==> src/rtl/read_request_frame_builder_unit_macros.svh <==
// Assertion macros for the read request frame builder.
// Used by the top level; expects a clock named clk and a reset named rst in scope.
`ifndef READ_REQUEST_FRAME_BUILDER_UNIT_MACROS_SVH
`define READ_REQUEST_FRAME_BUILDER_UNIT_MACROS_SVH

// same-cycle implication, checked outside reset
`define RRFB_ASSERT_IMPL(label, ante, cons, msg) \
  label: assert property (@(posedge clk) disable iff (rst) (ante) |-> (cons)) \
    else $error(msg);

// next-cycle implication, checked outside reset
`define RRFB_ASSERT_NEXT(label, ante, cons, msg) \
  label: assert property (@(posedge clk) disable iff (rst) (ante) |=> (cons)) \
    else $error(msg);

`endif

==> src/rtl/rrfb_pkg.sv <==
// Types, constants and the CRC-16 byte update for the read request frame builder.
// No dependencies; used by every module of the block.
package rrfb_pkg;

  localparam int unsigned RLEN_W = 18;
  localparam int unsigned POS_W  = 3;

  localparam logic [7:0]  FN_READ_COILS    = 8'h01;
  localparam logic [7:0]  FN_READ_DISCRETE = 8'h02;
  localparam logic [15:0] CRC_INIT         = 16'hFFFF;
  localparam logic [15:0] CRC_POLY         = 16'hA001;
  localparam logic [RLEN_W-1:0] RLEN_BASE  = 18'd5;

  // frame byte positions
  localparam logic [POS_W-1:0] POS_SLAVE    = 3'd0;
  localparam logic [POS_W-1:0] POS_FUNC     = 3'd1;
  localparam logic [POS_W-1:0] POS_ADDR_HI  = 3'd2;
  localparam logic [POS_W-1:0] POS_ADDR_LO  = 3'd3;
  localparam logic [POS_W-1:0] POS_COUNT_HI = 3'd4;
  localparam logic [POS_W-1:0] POS_COUNT_LO = 3'd5;
  localparam logic [POS_W-1:0] POS_CRC_LO   = 3'd6;
  localparam logic [POS_W-1:0] POS_CRC_HI   = 3'd7;
  localparam logic [POS_W-1:0] POS_LAST     = POS_CRC_HI;

  typedef struct packed {
    logic [7:0]  slave_id;
    logic [7:0]  function_code;
    logic [15:0] start_address;
    logic [15:0] register_count;
  } req_t;

  typedef struct packed {
    logic [7:0]        frame_byte;
    logic [POS_W-1:0]  byte_position;
    logic              last_byte;
    logic [RLEN_W-1:0] response_length;
  } rsp_t;

  // classified request as it travels from front to back
  typedef struct packed {
    req_t              req;
    logic [RLEN_W-1:0] response_length;
  } job_t;

  function automatic logic [15:0] crc16_byte(input logic [15:0] crc_in, input logic [7:0] b);
    logic [15:0] c;
    c = crc_in ^ {8'h00, b};
    for (int k = 0; k < 8; k++) begin
      if (c[0]) begin
        c = (c >> 1) ^ CRC_POLY;
      end else begin
        c = c >> 1;
      end
    end
    return c;
  endfunction

endpackage

==> src/rtl/rrfb_front.sv <==
// Front end: accepts poll requests, works out the expected reply length and
// holds the classified item in a register. Depends on rrfb_pkg.
module rrfb_front (
  input  logic              clk,
  input  logic              rst,
  input  logic              req_valid,
  output logic              req_ready,
  input  rrfb_pkg::req_t    req,
  output logic              job_valid,
  input  logic              job_ready,
  output rrfb_pkg::job_t    job
);
  import rrfb_pkg::*;

  logic              is_bit_read;
  logic [RLEN_W-1:0] bit_len;
  logic [RLEN_W-1:0] reg_len;
  logic [RLEN_W-1:0] rlen;
  logic              take;

  always_comb begin
    is_bit_read = (req.function_code == FN_READ_COILS) ||
                  (req.function_code == FN_READ_DISCRETE);
    // bytes of packed bits, rounded up, plus header and CRC
    bit_len = {5'd0, req.register_count[15:3]} + RLEN_BASE +
              {{(RLEN_W-1){1'b0}}, |req.register_count[2:0]};
    reg_len = {1'b0, req.register_count, 1'b0} + RLEN_BASE;
    rlen    = is_bit_read ? bit_len : reg_len;
  end

  assign req_ready = !job_valid || job_ready;
  assign take      = req_valid && req_ready;

  always_ff @(posedge clk) begin
    if (rst) begin
      job_valid <= 1'b0;
    end else if (req_ready) begin
      job_valid <= req_valid;
    end
  end

  always_ff @(posedge clk) begin
    if (take) begin
      job.req             <= req;
      job.response_length <= rlen;
    end
  end

endmodule

==> src/rtl/rrfb_queue.sv <==
// Small register FIFO decoupling the front end from the byte sequencer.
// Depends on rrfb_pkg for the item type.
module rrfb_queue #(
  parameter int unsigned DEPTH = 2
) (
  input  logic           clk,
  input  logic           rst,
  input  logic           in_valid,
  output logic           in_ready,
  input  rrfb_pkg::job_t in_data,
  output logic           out_valid,
  input  logic           out_ready,
  output rrfb_pkg::job_t out_data
);
  import rrfb_pkg::*;

  localparam int unsigned PTR_W = (DEPTH > 1) ? $clog2(DEPTH) : 1;
  localparam int unsigned CNT_W = $clog2(DEPTH + 1);
  localparam logic [PTR_W-1:0] PTR_LAST = PTR_W'(DEPTH - 1);
  localparam logic [CNT_W-1:0] CNT_FULL = CNT_W'(DEPTH);

  job_t             slots [DEPTH];
  logic [PTR_W-1:0] wr_ptr;
  logic [PTR_W-1:0] rd_ptr;
  logic [CNT_W-1:0] count;
  logic             push;
  logic             pop;

  assign in_ready  = (count != CNT_FULL);
  assign out_valid = (count != '0);
  assign out_data  = slots[rd_ptr];
  assign push      = in_valid && in_ready;
  assign pop       = out_valid && out_ready;

  always_ff @(posedge clk) begin
    if (rst) begin
      wr_ptr <= '0;
      rd_ptr <= '0;
      count  <= '0;
    end else begin
      if (push) begin
        wr_ptr <= (wr_ptr == PTR_LAST) ? '0 : wr_ptr + 1'b1;
      end
      if (pop) begin
        rd_ptr <= (rd_ptr == PTR_LAST) ? '0 : rd_ptr + 1'b1;
      end
      case ({push, pop})
        2'b10:   count <= count + 1'b1;
        2'b01:   count <= count - 1'b1;
        default: count <= count;
      endcase
    end
  end

  always_ff @(posedge clk) begin
    if (push) begin
      slots[wr_ptr] <= in_data;
    end
  end

endmodule

==> src/rtl/rrfb_back.sv <==
// Back end: walks one request through its eight frame bytes, one per cycle while
// not stalled, folding each header byte into the running CRC. Depends on rrfb_pkg.
module rrfb_back (
  input  logic           clk,
  input  logic           rst,
  input  logic           job_valid,
  output logic           job_ready,
  input  rrfb_pkg::job_t job,
  output logic           rsp_valid,
  input  logic           rsp_ready,
  output rrfb_pkg::rsp_t rsp
);
  import rrfb_pkg::*;

  logic             busy;
  logic [POS_W-1:0] pos;
  job_t             cur;
  logic [15:0]      crc;
  logic [15:0]      crc_next;
  logic [7:0]       byte_sel;
  logic             fire;
  logic             emit;
  logic             pop;
  logic             at_last;

  assign fire      = !rsp_valid || rsp_ready;
  assign emit      = busy && fire;
  assign at_last   = (pos == POS_LAST);
  // next item loads on the cycle the final byte leaves, so frames run back to back
  assign job_ready = !busy || (emit && at_last);
  assign pop       = job_valid && job_ready;

  always_comb begin
    case (pos)
      POS_SLAVE:    byte_sel = cur.req.slave_id;
      POS_FUNC:     byte_sel = cur.req.function_code;
      POS_ADDR_HI:  byte_sel = cur.req.start_address[15:8];
      POS_ADDR_LO:  byte_sel = cur.req.start_address[7:0];
      POS_COUNT_HI: byte_sel = cur.req.register_count[15:8];
      POS_COUNT_LO: byte_sel = cur.req.register_count[7:0];
      POS_CRC_LO:   byte_sel = crc[7:0];
      POS_CRC_HI:   byte_sel = crc[15:8];
      default:      byte_sel = 8'h00;
    endcase
    crc_next = crc16_byte(crc, byte_sel);
  end

  always_ff @(posedge clk) begin
    if (rst) begin
      busy      <= 1'b0;
      pos       <= '0;
      rsp_valid <= 1'b0;
    end else begin
      if (fire) begin
        rsp_valid <= busy;
      end
      if (emit) begin
        pos <= pos + 1'b1;
        if (at_last) begin
          busy <= 1'b0;
        end
      end
      if (pop) begin
        busy <= 1'b1;
        pos  <= '0;
      end
    end
  end

  always_ff @(posedge clk) begin
    if (emit) begin
      rsp.frame_byte      <= byte_sel;
      rsp.byte_position   <= pos;
      rsp.last_byte       <= at_last;
      rsp.response_length <= cur.response_length;
      if (pos < POS_CRC_LO) begin
        crc <= crc_next;
      end
    end
    if (pop) begin
      cur <= job;
      crc <= CRC_INIT;
    end
  end

endmodule

==> src/rtl/read_request_frame_builder_unit.sv <==
// Read request frame builder: turns a poll request into an eight-byte
// read request frame with CRC-16 (init 0xFFFF, reflected poly 0xA001).
//
// Channels: req (valid/ready, one request per item) and rsp (valid/ready,
// one frame byte per item, tagged with its position, a last flag on the
// high CRC byte, and the expected reply length).
// Byte order: slave, function, address hi/lo, count hi/lo, CRC lo, CRC hi.
// Path: an accepted request passes through the front register and the queue
// into the sequencer, whose output register holds each frame byte in turn.
// Throughput: the byte sequencer emits one byte per cycle while the receiver
// keeps up. Requests are taken every cycle until the front register
// and the QUEUE_DEPTH-entry queue are full.
// Reset: empties the front register, queue and sequencer; no frame is
// in flight afterwards.
// Receiver stall: the output byte holds until taken; the sequencer pauses,
// and the queue and front register fill before req_ready drops.
// Depends on rrfb_pkg, rrfb_front, rrfb_queue, rrfb_back.
`include "read_request_frame_builder_unit_macros.svh"

module read_request_frame_builder_unit #(
  parameter int unsigned QUEUE_DEPTH = 2
) (
  input  logic           clk,
  input  logic           rst,
  input  logic           req_valid,
  output logic           req_ready,
  input  rrfb_pkg::req_t req,
  output logic           rsp_valid,
  input  logic           rsp_ready,
  output rrfb_pkg::rsp_t rsp
);
  import rrfb_pkg::*;

  logic fq_valid;
  logic fq_ready;
  job_t fq_job;
  logic qb_valid;
  logic qb_ready;
  job_t qb_job;
  logic rsp_take;

  rrfb_front u_front (
    .clk       (clk),
    .rst       (rst),
    .req_valid (req_valid),
    .req_ready (req_ready),
    .req       (req),
    .job_valid (fq_valid),
    .job_ready (fq_ready),
    .job       (fq_job)
  );

  rrfb_queue #(
    .DEPTH (QUEUE_DEPTH)
  ) u_queue (
    .clk       (clk),
    .rst       (rst),
    .in_valid  (fq_valid),
    .in_ready  (fq_ready),
    .in_data   (fq_job),
    .out_valid (qb_valid),
    .out_ready (qb_ready),
    .out_data  (qb_job)
  );

  rrfb_back u_back (
    .clk       (clk),
    .rst       (rst),
    .job_valid (qb_valid),
    .job_ready (qb_ready),
    .job       (qb_job),
    .rsp_valid (rsp_valid),
    .rsp_ready (rsp_ready),
    .rsp       (rsp)
  );

  assign rsp_take = rsp_valid && rsp_ready;

  `RRFB_ASSERT_IMPL(a_last_at_end, rsp_valid && rsp.last_byte, rsp.byte_position == POS_LAST, "last flag off the final byte")
  `RRFB_ASSERT_NEXT(a_frame_steps, rsp_take && !rsp.last_byte, rsp_valid && (rsp.byte_position == $past(rsp.byte_position) + 3'd1), "frame bytes not consecutive")
  `RRFB_ASSERT_NEXT(a_len_steady, rsp_take && !rsp.last_byte, rsp.response_length == $past(rsp.response_length), "reply length changed inside a frame")

endmodule
==> config.mk <==
export PLATFORM = sky130hd
export DESIGN_NAME = read_request_frame_builder_unit
export DESIGN_NICKNAME = d
export VERILOG_FILES = /design/src/rtl/rrfb_pkg.sv /design/src/rtl/rrfb_front.sv /design/src/rtl/rrfb_queue.sv /design/src/rtl/rrfb_back.sv /design/src/rtl/read_request_frame_builder_unit.sv
export VERILOG_INCLUDE_DIRS = /design/src /design/src/rtl
export SDC_FILE = /design/constraint.sdc
export NUM_CORES = 1
export LEC_CHECK = 0
export ABC_CLOCK_PERIOD_IN_PS = 6300
export BUFFER_PORTS_ARGS = -buffer_cell sky130_fd_sc_hd__buf_4
export CAP_MARGIN = 10
export CORE_ASPECT_RATIO = 0.9
export CORE_MARGIN = 2
export CORE_UTILIZATION = 30
export CTS_BUF_LIST = sky130_fd_sc_hd__clkbuf_2
export DETAILED_ROUTE_END_ITERATION = 16
export PLACE_DENSITY = 0.46
export SYNTH_ARGS = -nofsm -noshare
export SYNTH_HDL_FRONTEND = slang
export SYNTH_HIERARCHICAL = 1
export SYNTH_SLANG_ARGS = --single-unit
==> constraint.sdc <==
create_clock -name clk -period 6.3 [get_ports clk]
set_input_delay 1.575 -clock clk [delete_from_list [all_inputs] [get_ports clk]]
set_output_delay 1.575 -clock clk [all_outputs]
set_load 0.03 [all_outputs]
Yosys cells after proc, flatten, opt, wreduce, memory -nomap -nowiden
Memory sizes are Yosys's and may differ from the RTL's. A register that Yosys moved wholly into a read port is not among the register bits.
Index checks and enable logic that the tools add are counted.
{ "totals": {"register_bits": 122, "in_bits": 52, "out_inout_bits": 32, "latchBits": 0, "wordCells": 87, "ramBits": 132, "memories": 1, "romBits": 0} }
{ "mem_list": {"columns": ["name", "words", "word_bits", "rd", "rd_clocked_by_memory_dff", "write_ports", "line", "rtl"], "rows": [
  ["u_queue.slots", 2, 66, 1, 1, 1, "rrfb_queue.sv:22", "job_t slots [DEPTH];"]
]} }
{ "classes": {"n_mul": 0, "n_addsub": 8, "shift": 0, "n_reduce_logical": 21, "eq_ne": 12, "div_mod_pow": 0, "muxes": 18, "bitwise_logic": 9, "magnitude_cmp": 1} }
{ "op_table": {"columns": ["operator", "count"], "rows": [
  ["16-bit two-way mux", 8],
  ["8-bit case mux with 8 select lines", 1],
  ["2-bit NOT with 3-bit output", 8],
  ["17-bit by 3-bit adder with 18-bit output (second input constant)", 1],
  ["18-bit by 1-bit adder with 18-bit output", 1],
  ["18-bit two-way mux", 1],
  ["16-bit by 8-bit bitwise XOR with 16-bit output", 1],
  ["13-bit by 3-bit adder with 14-bit output (second input constant)", 1],
  ["3-bit == test (second input constant)", 4],
  ["8-bit by 1-bit == test with 1-bit output (second input constant)", 1],
  ["8-bit by 2-bit == test with 1-bit output (second input constant)", 1],
  ["2-bit nonzero test", 4],
  ["1-bit two-way mux", 7],
  ["3-bit by 2-bit == test with 1-bit output (second input constant)", 2],
  ["1-bit logical AND", 5],
  ["1-bit logical OR", 4],
  ["2-bit case mux with 2 select lines", 1],
  ["2-bit AND reduction", 2],
  ["3-bit by 1-bit adder with 3-bit output (second input constant)", 1],
  ["3-bit by 1-bit == test with 1-bit output (second input constant)", 1],
  ["1-bit logical NOT", 3],
  ["3-bit logical NOT", 1],
  ["3-bit less-than comparator (second input constant)", 1],
  ["3-bit OR reduction", 1],
  ["7 further kinds", 8]
]} }

Logic depth before layout (Yosys ltp)
Gate-level depths: netlist of the first run.
{ "logic_depth": {"depth_word": 19, "ltp_mapped": 15, "ltp_nobuf": 10} }

Modules after synthesis
Netlist of the first run, hierarchy kept.
{ "by_module_without_submodules": {"columns": ["mod", "cells_each", "seq_area_each_um2", "n_inst", "area_per_inst_um2"], "rows": [
  ["rrfb_queue", 229, 4063.9, 1, 4974.8],
  ["rrfb_back", 278, 3303.2, 1, 4450.5],
  ["rrfb_front", 183, 2001.9, 1, 2763.9]
]} }

Worst setup path before layout of the first run
Ideal clock, no wire load.
{ "synth_timing": {"kind": "register to register", "startpoint": "register u_back.pos[2]", "endpoint": "register u_back.crc[14]", "slack_ns": 2.525, "path_stages_with_launch": 16, "n_path_buf": 5, "required_ns": 6.230, "period_less_slack_ns": 3.775, "setup_ns": 0.070, "t_arrival_ns": 3.706, "cell_sequence": "dfxtp_1 -> clkbuf_1 -> clkbuf_1 -> inv_1 -> ha_1 -> clkbuf_1 -> or4_4 -> buf_6 -> or2_0 -> buf_6 -> o22a_1 -> xnor2_2 -> xnor2_1 -> xnor3_1 -> or3_1 -> nand3_1"} }
{ "synth_via": {"elab_chain_cells": 12, "elab_cells_between_ends": 29, "classes_between": "order compare (1); eq/ne (7); mux (9); bitwise (7); reduce/logical (5)"} }
{ "synth_lines": {"columns": ["item", "line", "rtl"], "rows": [
  ["start: declaration", "rrfb_back.sv:16", "logic [POS_W-1:0] pos;"],
  ["start signal: assignment", "rrfb_back.sv:58", "pos <= pos + 1'b1;"],
  ["3-bit == test, or another cell as far along", "rrfb_back.sv:34", "case (pos)"],
  ["8-bit case mux with 8 select lines (*)", "rrfb_back.sv:34", null],
  ["via u_back.byte_sel[5]", "rrfb_back.sv:20", "logic [7:0] byte_sel;"],
  ["16-bit by 8-bit bitwise XOR with 16-bit output (*)", "rrfb_pkg.sv:47", "c = crc_in ^ {8'h00, b};"],
  ["16-bit two-way mux (*) (4 in series)", "rrfb_pkg.sv:49", "if (c[0]) begin"],
  ["2-bit NOT with 3-bit output (no source line)", null, null],
  ["16-bit two-way mux (*) (4 in series)", "rrfb_pkg.sv:49", null],
  ["end signal: assignment", "rrfb_back.sv:77", "crc <= crc_next;"],
  ["end: declaration", "rrfb_back.sv:18", "logic [15:0] crc;"]
]} }
The timed path passes the listed nets; every way through them passes the cells marked *.
A chain may end at the register's enable or synchronous reset.

Worst setup path after layout of the first run
{ "layout_timing": {"startpoint": "register u_back.pos[1]", "endpoint": "register u_back.crc[14]"} }
{ "layout_via": {"elab_chain_cells": 12, "elab_cells_between_ends": 29, "classes_between": "order compare (1); eq/ne (7); mux (9); bitwise (7); reduce/logical (5)"} }
{ "layout_lines": {"columns": ["item", "line"], "rows": [
  ["3-bit == test, or another cell as far along", "rrfb_back.sv:34"],
  ["8-bit case mux with 8 select lines (*)", "rrfb_back.sv:34"],
  ["via u_back.byte_sel[2]", "rrfb_back.sv:20"],
  ["16-bit by 8-bit bitwise XOR with 16-bit output (*)", "rrfb_pkg.sv:47"],
  ["16-bit two-way mux (*)", "rrfb_pkg.sv:49"],
  ["2-bit NOT with 3-bit output (no source line)", null],
  ["16-bit two-way mux (*) (7 in series)", "rrfb_pkg.sv:49"]
]} }
Marks and branches as above.

==> results of run 1 <==
Yosys cell counts (6+ instances only):
library cell,n
a21oi_1,18
a221oi_1,8
buf_2,7
buf_4,6
clkbuf_1,10
dfxtp_1,27
edfxtp_1,294
ha_1,11
inv_1,13
mux2_2,75
nand2_1,40
nand3_1,14
nand4_1,7
nor2_1,16
nor3_1,14
o211ai_1,7
o21ai_0,10
o21ai_1,6
xnor2_1,36
xor2_1,8
power groups by stage:
stage	Clock [mW]	Sequential (mW)	Combinational, mW
2_1_floorplan	0	3.24	1.24
3_3_place_gp	0	3.19	1.83
3_5_place_dp	0	3.19	1.84
4_1_cts	1.46	3.14	1.85
5_1_grt	1.56	3.17	2.03
6_report	1.36	3.13	1.83
placed cells by master (no fill, tap or decap), types with 2 or more instances in the layout:
master and n:
o21ai_1 6, dfxtp_1 26, or3_1 2, clkinv_1 20, nor4_1 5, ha_1 11, mux2_2 75, nand2b_1 4
mux2i_1 4, nand2_1 40, o2111ai_1 4, a31oi_4 3, inv_1 11, and4_1 2, buf_4 91, nor3_1 14
nand3_1 14, nand4_1 7, a21oi_1 18, a222oi_1 4, edfxtp_1 294, a22oi_1 4, and3_1 2, nor2_1 16
o21a_1 2, o211ai_1 7, o21ai_0 10, xnor2_1 36, xnor2_2 2, xor2_1 8, a22o_1 4, clkbuf_2 122
inv_2 4, o22a_1 4, a221oi_1 8
worst register-to-register path, stage by stage, from the launching register on:
cell and delay, ns:
dfxtp_1 0.37, inv_1 0.14, ha_1 0.37, and2_1 0.49
or2_0 0.76, a31oi_4 0.20, xnor2_1 0.51, xnor2_1 0.21
xnor3_1 0.42, or3_1 0.33, nand3_1 0.08
final cells by class:
class / instances / share of cell area (%)
flip-flops and latches: 321 / 66.2
multi-input cells: 330 / 18.5
repair buffers: 92 / 4.97
well taps: 540 / 4.77
clock buffers: 122 / 4.31
clock inverters: 24 / 0.831
inverters: 13 / 0.345
diodes: 1 / 0.0177
flip-flops by register name, indices dropped and copies added (netlist names), 2 cells and up, named ones only:
| register | count |
|---|---|
| u_back/crc | 16 |
| u_queue/slots | 132 |
| u_back/rsp | 30 |
| u_queue/count | 2 |
| u_back/cur | 66 |
| u_front/job | 66 |
| u_back/pos | 3 |
kinds of logic after synthesis:
logic type                 Yosys count  share of synthesized area [%]
xor gates and xnor gates            47                           3.61
buffers and inverters               39                           1.64
muxes                               79                           7.26
adders and majority gates           11                           1.13
and+or+nand+nor                    116                           4.75
AOI/OAI and AO/OA                   77                           4.74
DFF                                321                           76.9
worst paths after layout:
kind | endpoint | startpoint | slack (ns) | cells after the start
setup / recovery | u_back/crc[14] | u_back/pos[1] | 2.35 | 10
hold / removal | u_queue/slots[0][39] | u_front/job[39] | 0.42 | 0
setup reg to reg | u_back/crc[14] | u_back/pos[1] | 2.35 | 10
hold reg to reg | u_queue/slots[0][39] | u_front/job[39] | 0.42 | 0
layer usage:
metal / GRT usage, % / vias to the layer above / wire [um]
met3: 3.79 / 51 / 1290
met2: 17.5 / 153 / 10800
li1: - / 3024 / -
met1: 17.1 / 3066 / 12300
met4: 5.30 / 0 / 600
met5: 0 / - / 0
through the flow:
| stage | total power, mW | cells | hold slack (ns) | worst slack, ns |
|---|---|---|---|---|
| floorplan | 4.48 | 690 | 0.400 | 2.52 |
| global placement | 5.03 | 1295 | 0.402 | 2.16 |
| detailed placement | 5.03 | 1295 | 0.405 | 2.12 |
| CTS | 6.45 | 1441 | 0.420 | 2.31 |
| global route | 6.76 | 1443 | 0.430 | 2.15 |
| finish | 6.32 | 1443 | 0.416 | 2.35 |
==> impl_metrics.env, run 1 <==
export IMPL_status="finished, final reports clean"
export IMPL_antenna_found_initial=1
export IMPL_tightest_slew_ns=1.03
export IMPL_post_route_util_pct=35.0
export IMPL_async_flop_share_pct=0
export IMPL_clock_power_share_pct=21.5
export IMPL_drc_errors=0
export IMPL_seq_power_share_pct=49.5
export IMPL_grt_pass1_vias=6696
export IMPL_ioPinCount=84
export IMPL_worstSetupEndpointType="flop"
export IMPL_holdBufCountCts=0
export IMPL_port_buffers=83
export IMPL_ys_flop_type="edfxtp_1"
export IMPL_p_sw_mw=2.07
export IMPL_worstPathRequired_ns=7.09
export IMPL_area_growth_pct=16.1
export IMPL_critical_path_max_fanout=13
export IMPL_swShare_pct=32.7
export IMPL_rsz0062_at_grt="no"
export IMPL_wl_per_cell_um=17.3
export IMPL_fill_cells=3913
export IMPL_powerDensity_mw_per_mm2=446
export IMPL_crit_buf_inv=1
export IMPL_yosys_warnings=6
export IMPL_postRouteAntennaNets=0
export IMPL_max_cap_violations=0
export IMPL_numCtsBuffers=86
export IMPL_cts_setup_buffers=0
export IMPL_coreArea_sq_mm=0.0404
export IMPL_skew_ns=0.0631
export IMPL_dp_hpwl_um=15200
export IMPL_dieHeight_um=195
export IMPL_critPathMaxStageDelay_ns=0.75
export IMPL_synth_fp_nets=753
export IMPL_routed_wl_um=25000
export IMPL_vias_per_cell=4.36
export IMPL_start_util_pct=30.2
export IMPL_clk_path_buf_depth=3
export IMPL_finalHoldViolCount=0
export IMPL_setup_tns_final_ns=0
export IMPL_multiInputGateArea_sq_mm=0.00262
export IMPL_period_share_pct=62.7
export IMPL_clock_tree_root_cell="clkbuf_2"
export IMPL_cts_tree="done"
export IMPL_synth_area_sq_mm=0.0122
export IMPL_num_vias=6294
export IMPL_p_comb_share_pct=28.9
export IMPL_clk_pin_slew_worst_paths_ns=0.09
export IMPL_yosysTopAreaCell="edfxtp_1"
export IMPL_cts_resized=0
export IMPL_drtIter0Drc=352
export IMPL_layout_nets=907
export IMPL_dpl_instance_area_sq_mm=0.0134
export IMPL_synth_edf_count=294
export IMPL_place_gp_congestion=0.848
export IMPL_seqCellArea_sq_mm=0.00937
export IMPL_critPathLaunchType="flop"
export IMPL_p_int_mw=4.25
export IMPL_placement_rows=70
export IMPL_grt_first_pass_wirelength_um=39200
export IMPL_crit_top_cell="xnor2_1"
export IMPL_dr_pass1_iters=5
export IMPL_synth_cell_type_count=47
export IMPL_setup_viol=0
export IMPL_crit_family="simple AND/OR/NAND/NOR gates"
export IMPL_synth_avg_cell_area_sq_um=17.7
export IMPL_vdd_ir_drop_max_v=0.000311
export IMPL_min_path_type="reg -> reg"
export IMPL_die_w_um=216
export IMPL_grt_usage_pct=12.3
export IMPL_synth_seq_area_share_pct=76.9
export IMPL_critPathArrivalTime_ns=4.74
export IMPL_design_area_sq_mm=0.0142
export IMPL_ys_ff_latch=321
export IMPL_clock_sinks=321
export IMPL_yosys_top_cells_area="edfxtp_1 72%, mux2_2 6.9%, dfxtp_1 4.4%"
export IMPL_layout_drive_gt1_share_pct=34.3
export IMPL_die_area_sq_mm=0.0423
export IMPL_finalCriticalPeriod_ns=3.95
export IMPL_htree_levels=3
export IMPL_critical_path_cell_chain="inv_1 -> ha_1 -> and2_1 -> or2_0 -> a31oi_4 -> xnor2_1 -> xnor2_1 -> xnor3_1 -> or3_1 -> nand3_1"
export IMPL_cpMaxStageDelayCell="or2_0"
export IMPL_relSlewSlack_pct=31.6
export IMPL_clock_latency_ns=0.89
export IMPL_grt_overflow=0
export IMPL_syn_inst=690
export IMPL_critical_path_class="reg -> reg"
export IMPL_grt_max_degree=67
export IMPL_synth_top_area_share_pct=72.4
export IMPL_maxSlewViolCount=0
export IMPL_max_freq_ghz=0.253
export IMPL_p_leak_nw=4.90
(Power assumes the default switching activity.)
==> run 2: changes to the inputs <==
ABC_CLOCK_PERIOD_IN_PS = 3200   (was 6300)
PLACE_DENSITY = 0.48   (was 0.46)
clock period = 3.2 ns   (was 6.3 ns; I/O delays follow)
==> run 2 against run 1 <==
- sequential power is 99% higher
- sequential cell count stayed put
- critical path depth is 1 higher
- count of clock-buffer cells in the layout is 18 higher
- critical endpoint unchanged
- fmax is 25% higher
- combinational power is 140% higher
- highest routed layer unchanged
==> impl_metrics.env, run 2 (synthesis results as in run 1) <==
export IMPL_status="finished, final reports clean"
export IMPL_regMostFlops="u_queue/slots"
export IMPL_ioPinCount=84
export IMPL_grt_overflow=0
export IMPL_routed_wl_um=25900
export IMPL_finalCriticalPeriod_ns=3.16
export IMPL_wl_per_cell_um=16.9
export IMPL_clk_pin_slew_worst_paths_ns=0.10
export IMPL_powerDensity_mw_per_mm2=902
export IMPL_period_share_pct=98.7
export IMPL_antenna_found_initial=2
export IMPL_placed_cells=1323
export IMPL_dieHeight_um=195
export IMPL_largest_reg_flops=132
export IMPL_placement_rows=70
export IMPL_fin_cells=1526
export IMPL_p_sw_mw=4.34
export IMPL_rsz0062_at_grt="yes"
export IMPL_vdd_ir_drop_max_v=0.000600
export IMPL_layout_drive_gt1_share_pct=38.4
export IMPL_max_freq_ghz=0.316
export IMPL_coreArea_sq_mm=0.0404
export IMPL_setup_tns_final_ns=0
export IMPL_skew_ns=0.0705
export IMPL_p_leak_nw=5.33
export IMPL_port_buffers=83
export IMPL_critPathLaunchType="flop"
export IMPL_layout_commonest_cell="edfxtp_1"
export IMPL_min_path_type="in -> reg"
export IMPL_maxSlewViolCount=0
export IMPL_grt_first_pass_wirelength_um=39900
export IMPL_clock_tree_root_cell="clkbuf_2"
export IMPL_largestRegisters="u_queue/slots: 132 flops, u_back/cur: 66 flops, u_front/job: 66 flops"
export IMPL_critical_path_max_fanout=4
export IMPL_dp_hpwl_um=16200
export IMPL_grt_usage_pct=12.5
export IMPL_dpl_instance_area_sq_mm=0.0137
export IMPL_layout_nets=978
export IMPL_critPathArrivalTime_ns=3.98
export IMPL_start_util_pct=30.2
export IMPL_final_cell_mix="294 x edfxtp_1, 140 x clkbuf_2, 115 x buf_4, 75 x mux2_2, 40 x nand2_1"
export IMPL_cts_tree="done"
export IMPL_finalHoldViolCount=0
export IMPL_design_area_sq_mm=0.0150
export IMPL_die_area_sq_mm=0.0423
export IMPL_postRouteAntennaNets=0
export IMPL_swShare_pct=32.0
export IMPL_clock_sinks=321
export IMPL_dr_pass1_iters=8
export IMPL_clock_power_share_pct=21.6
export IMPL_p_comb_share_pct=32.5
export IMPL_place_ws_ns=-0.0916
export IMPL_numCtsBuffers=87
export IMPL_worstSetupEndpointType="flop"
export IMPL_max_cap_violations=0
export IMPL_clk_path_buf_depth=3
export IMPL_vias_per_cell=4.35
export IMPL_relSlewSlack_pct=33.5
export IMPL_drtIter0Drc=463
export IMPL_critical_path_class="reg -> reg"
export IMPL_fin_total_pwr_mw=13.6
export IMPL_worstPathRequired_ns=4.02
export IMPL_die_w_um=216
export IMPL_p_int_mw=9.22
export IMPL_place_gp_congestion=0.807
export IMPL_seq_power_share_pct=45.8
export IMPL_htree_levels=3
export IMPL_tightest_slew_ns=0.991
export IMPL_grt_max_degree=73
export IMPL_num_vias=6643
export IMPL_area_growth_pct=23.3
export IMPL_fin_ws_ns=0.0402
export IMPL_grt_pass1_vias=6983
export IMPL_drc_errors=0
export IMPL_setup_viol=0
export IMPL_clock_latency_ns=0.92
==> run 2: cell count changes in the layout (fill, tap and decap cells not counted), sizes merged <==
cell	before	now
clkinv	21	12
buf	92	123
inv	15	14
diode	1	3
bufinv	1	2
dlygate4sd3	0	39
clkbuf	122	140
clkinvlp	0	2
==> run 2: metrics by stage <==
step / hold slack, ns / utilization [%]
after floorplan: 0.400 / -
after global placement: 0.404 / 33.9
after detailed placement: 0.407 / 33.9
after CTS: 0.00548 / 37.0
after global routing: 0.00641 / 37.2
final: 0.144 / 37.2
==> run 2: path summary, 6_finish.rpt <==
path / depth (start not counted) / slack [ns] / to / startpoint
worst min register to register: 0 / 0.39 / u_back/rsp[8] / u_back/cur[8]
worst max-delay path: 11 / 0.04 / u_back/crc[14] / u_back/pos[0]
worst min-delay path: 2 / 0.14 / u_back/pos[1] / rst
worst max register to register: 11 / 0.04 / u_back/crc[14] / u_back/pos[0]
==> run 2: repair_timing <==
action	in CTS	in global routing
setup endpoints to repair	3	3
buffers inserted	2	2
endpoints found under the hold margin	39	0
pin swaps	3	4
hold buffers	39	0
gates resized for setup	7	13
==> run 2: per-layer routing <==
metal,routed length [um],vias up,part of all wire (%),track usage (%)
li1,-,3180,-,-
met2,11500,159,44,18.6
met5,0,-,0,0
met1,12400,3260,48,16.8
met3,1350,44,5.2,3.91
met4,593,0,2.3,5.50
==> run 2: final cells by class <==
class / instances / area (sq um)
fillers: 3901 / 25300
clock inverters: 17 / 124
inverters: 13 / 48.8
diodes: 3 / 7.51
repair buffers: 162 / 1400
well taps: 540 / 676
multi-input cells: 330 / 2700
clock buffers: 140 / 701
flip-flops and latches: 321 / 9380
==> run 2: power by group through the flow <==
stage          Clock [mW]  Sequential (mW)  Combinational (mW)
2_1_floorplan           0             6.38                2.45
3_3_place_gp            0             6.33                3.99
3_5_place_dp            0             6.32                4.01
4_1_cts              3.11             6.23                4.31
5_1_grt              3.31             6.31                4.80
6_report             2.93             6.22                4.41
==> run 2: worst max-delay path, cell delays in order, from the launching register on <==
cell	delay (ns)
dfxtp_4	0.38
ha_4	0.17
ha_4	0.16
or4_4	0.51
or2_4	0.25
buf_4	0.14
o22a_1	0.23
xnor2_2	0.17
xnor2_2	0.23
xnor3_2	0.40
or3_1	0.32
nand3_1	0.08
==> run 3: changes to the inputs <==
PLACE_DENSITY = 0.51   (was 0.48)
REMOVE_ABC_BUFFERS = 1   (was default)
==> run 3 against run 2 <==
- hold slack got worse by 0.015 ns
- non-clock buffer count fell by 21
- sequential cell count did not move
- first-iteration DRC count fell by 21%
- clock skew rose by 0.019 ns
- critical endpoint unchanged
- clock power fell by 8.2%
- combinational power rose by 7.3%
- die area did not move
- fmax fell by 1.1%
==> impl_metrics.env, run 3 (synthesis results as in run 1) <==
export IMPL_num_vias=6545
export IMPL_relSlewSlack_pct=47.6
export IMPL_rr_endpoint="u_back/crc[14]"
export IMPL_dp_hpwl_um=16100
export IMPL_routed_wl_um=25200
export IMPL_layout_commonest_cell="edfxtp_1"
export IMPL_numCtsBuffers=84
export IMPL_die_w_um=216
export IMPL_layout_drive_gt1_share_pct=38.7
export IMPL_skew_ns=0.0896
export IMPL_maxSlewViolCount=0
export IMPL_die_area_sq_mm=0.0423
export IMPL_worstSetupEndpointType="flop"
export IMPL_finalHoldWorstSlack_ns=0.129
export IMPL_crit_buf_inv=2
export IMPL_grt_first_pass_wirelength_um=38800
export IMPL_finalHoldViolCount=0
export IMPL_max_freq_ghz=0.313
export IMPL_largest_reg_flops=132
export IMPL_post_route_util_pct=36.6
export IMPL_clock_tree_root_cell="clkbuf_2"
export IMPL_dr_pass1_iters=5
export IMPL_cpMaxStageDelayCell="or4_4"
export IMPL_largestRegisters="u_queue/slots: 132 flops, u_back/cur: 66 flops, u_front/job: 66 flops"
export IMPL_placement_rows=70
export IMPL_clock_latency_ns=0.90
export IMPL_min_path_type="in -> reg"
export IMPL_area_growth_pct=21.2
export IMPL_port_buffers=83
export IMPL_coreArea_sq_mm=0.0404
export IMPL_antenna_found_initial=2
export IMPL_tightest_slew_ns=0.786
export IMPL_critical_path_cell_chain="ha_4 -> ha_4 -> or4_4 -> or2_4 -> buf_6 -> buf_6 -> a31oi_4 -> xnor2_2 -> xnor2_2 -> xnor3_2 -> or3_1 -> nand3_1"
export IMPL_min_from="req[27]"
export IMPL_grt_pass1_vias=6761
export IMPL_htree_levels=3
export IMPL_critPathArrivalTime_ns=4.01
export IMPL_start_util_pct=30.2
export IMPL_powerDensity_mw_per_mm2=921
export IMPL_dieHeight_um=195
export IMPL_grt_max_degree=49
export IMPL_grt_overflow=0
export IMPL_max_cap_violations=0
export IMPL_critical_path_class="reg -> reg"
export IMPL_status="finished, final reports clean"
export IMPL_fill_cells=3867
export IMPL_fin_cells=1494
export IMPL_ioPinCount=84
export IMPL_reg2reg_depth=12
export IMPL_drtIter0Drc=365
export IMPL_final_cell_mix="294 x edfxtp_1, 117 x clkbuf_2, 117 x buf_4, 75 x mux2_2, 40 x nand2_1"
export IMPL_placed_cells=1328
export IMPL_critical_path_max_fanout=5
export IMPL_critPathMaxStageDelay_ns=0.52
export IMPL_crit_family="simple AND/OR/NAND/NOR gates"
export IMPL_place_gp_congestion=0.842
export IMPL_reg2reg_slack_ns=0.006
export IMPL_regMostFlops="u_queue/slots"
export IMPL_clk_pin_slew_worst_paths_ns=0.10
export IMPL_grt_usage_pct=12.1
export IMPL_hold_path_endpoint="u_front/job[45]"
export IMPL_period_share_pct=99.8
export IMPL_wl_per_cell_um=16.9
export IMPL_whs_path_depth=1
export IMPL_drc_errors=0
export IMPL_clk_path_buf_depth=3
export IMPL_cts_tree="done"
export IMPL_vias_per_cell=4.38
export IMPL_setup_viol=0
export IMPL_critPathLaunchType="flop"
export IMPL_layout_nets=954
export IMPL_vdd_ir_drop_max_v=0.000693
export IMPL_clock_sinks=321
export IMPL_finalCriticalPeriod_ns=3.19
export IMPL_reg2reg_from="u_back/pos[0]"
export IMPL_rsz0062_at_grt="yes"
export IMPL_postRouteAntennaNets=0
export IMPL_worstPathRequired_ns=4.02
export IMPL_p_leak_nw=5.21
## run 3: timing repair
action	in CTS	in global routing
endpoints found under the setup margin	1	3
hold buffers	8	3
resized for setup	11	14
endpoints found under the hold margin	8	3
setup buffers	3	4
pin swaps	4	5
## run 3: layout make-up
type | instances | area, sq um | area share (%)
flip-flops and latches | 321 | 9380 | 63.5
multi-input cells | 330 | 2720 | 18.4
repair buffers | 141 | 1210 | 8.22
well taps | 540 | 676 | 4.57
clock buffers | 117 | 586 | 3.96
clock inverters | 29 | 145 | 0.983
inverters | 13 | 48.8 | 0.330
diodes | 3 | 7.51 | 0.0508
## run 3: metrics by stage
step	setup WS [ns]	instance area, sq um	total power [mW]	TNS [ns]
6_report	0.00641	14800	13.6	0
4_1_cts	-0.0257	14600	13.4	-0.0257
3_5_place_dp	-0.0672	13800	10.5	-0.0672
5_1_grt	-0.0587	14800	14.4	-0.0868
3_3_place_gp	-0.0270	13800	10.5	-0.0270
2_1_floorplan	-0.344	12000	8.76	-10.15
## run 3: how the worst max path moves through the flow
stage,to,cells after the start,startpoint,slack (ns)
2_1_floorplan,u_back/crc[14],10,u_back/pos[2],-0.34
3_3_place_gp,u_back/crc[14],12,u_back/pos[0],-0.03
3_5_place_dp,u_back/crc[14],12,u_back/pos[0],-0.07
4_1_cts,u_back/crc[14],11,u_back/pos[0],-0.03
5_1_grt,u_back/crc[14],12,u_back/pos[0],-0.06
6_report,u_back/crc[14],12,u_back/pos[0],0.006
## run 3: routing by layer
metal	GRT usage [%]	vias to the layer above	wire length (um)
li1	-	3130	-
met1	16.3	3183	11600
met2	18.2	191	11600
met3	3.79	41	1470
met4	4.72	0	488
met5	0	-	0
## run 3: power breakdown
group | switching, mW | leakage [nW] | internal, mW
clock | 1.62 | 0.573 | 1.07
combinational | 2.37 | 1.66 | 2.36
sequential | 0.430 | 2.97 | 5.76
total | 4.41 | 5.21 | 9.19
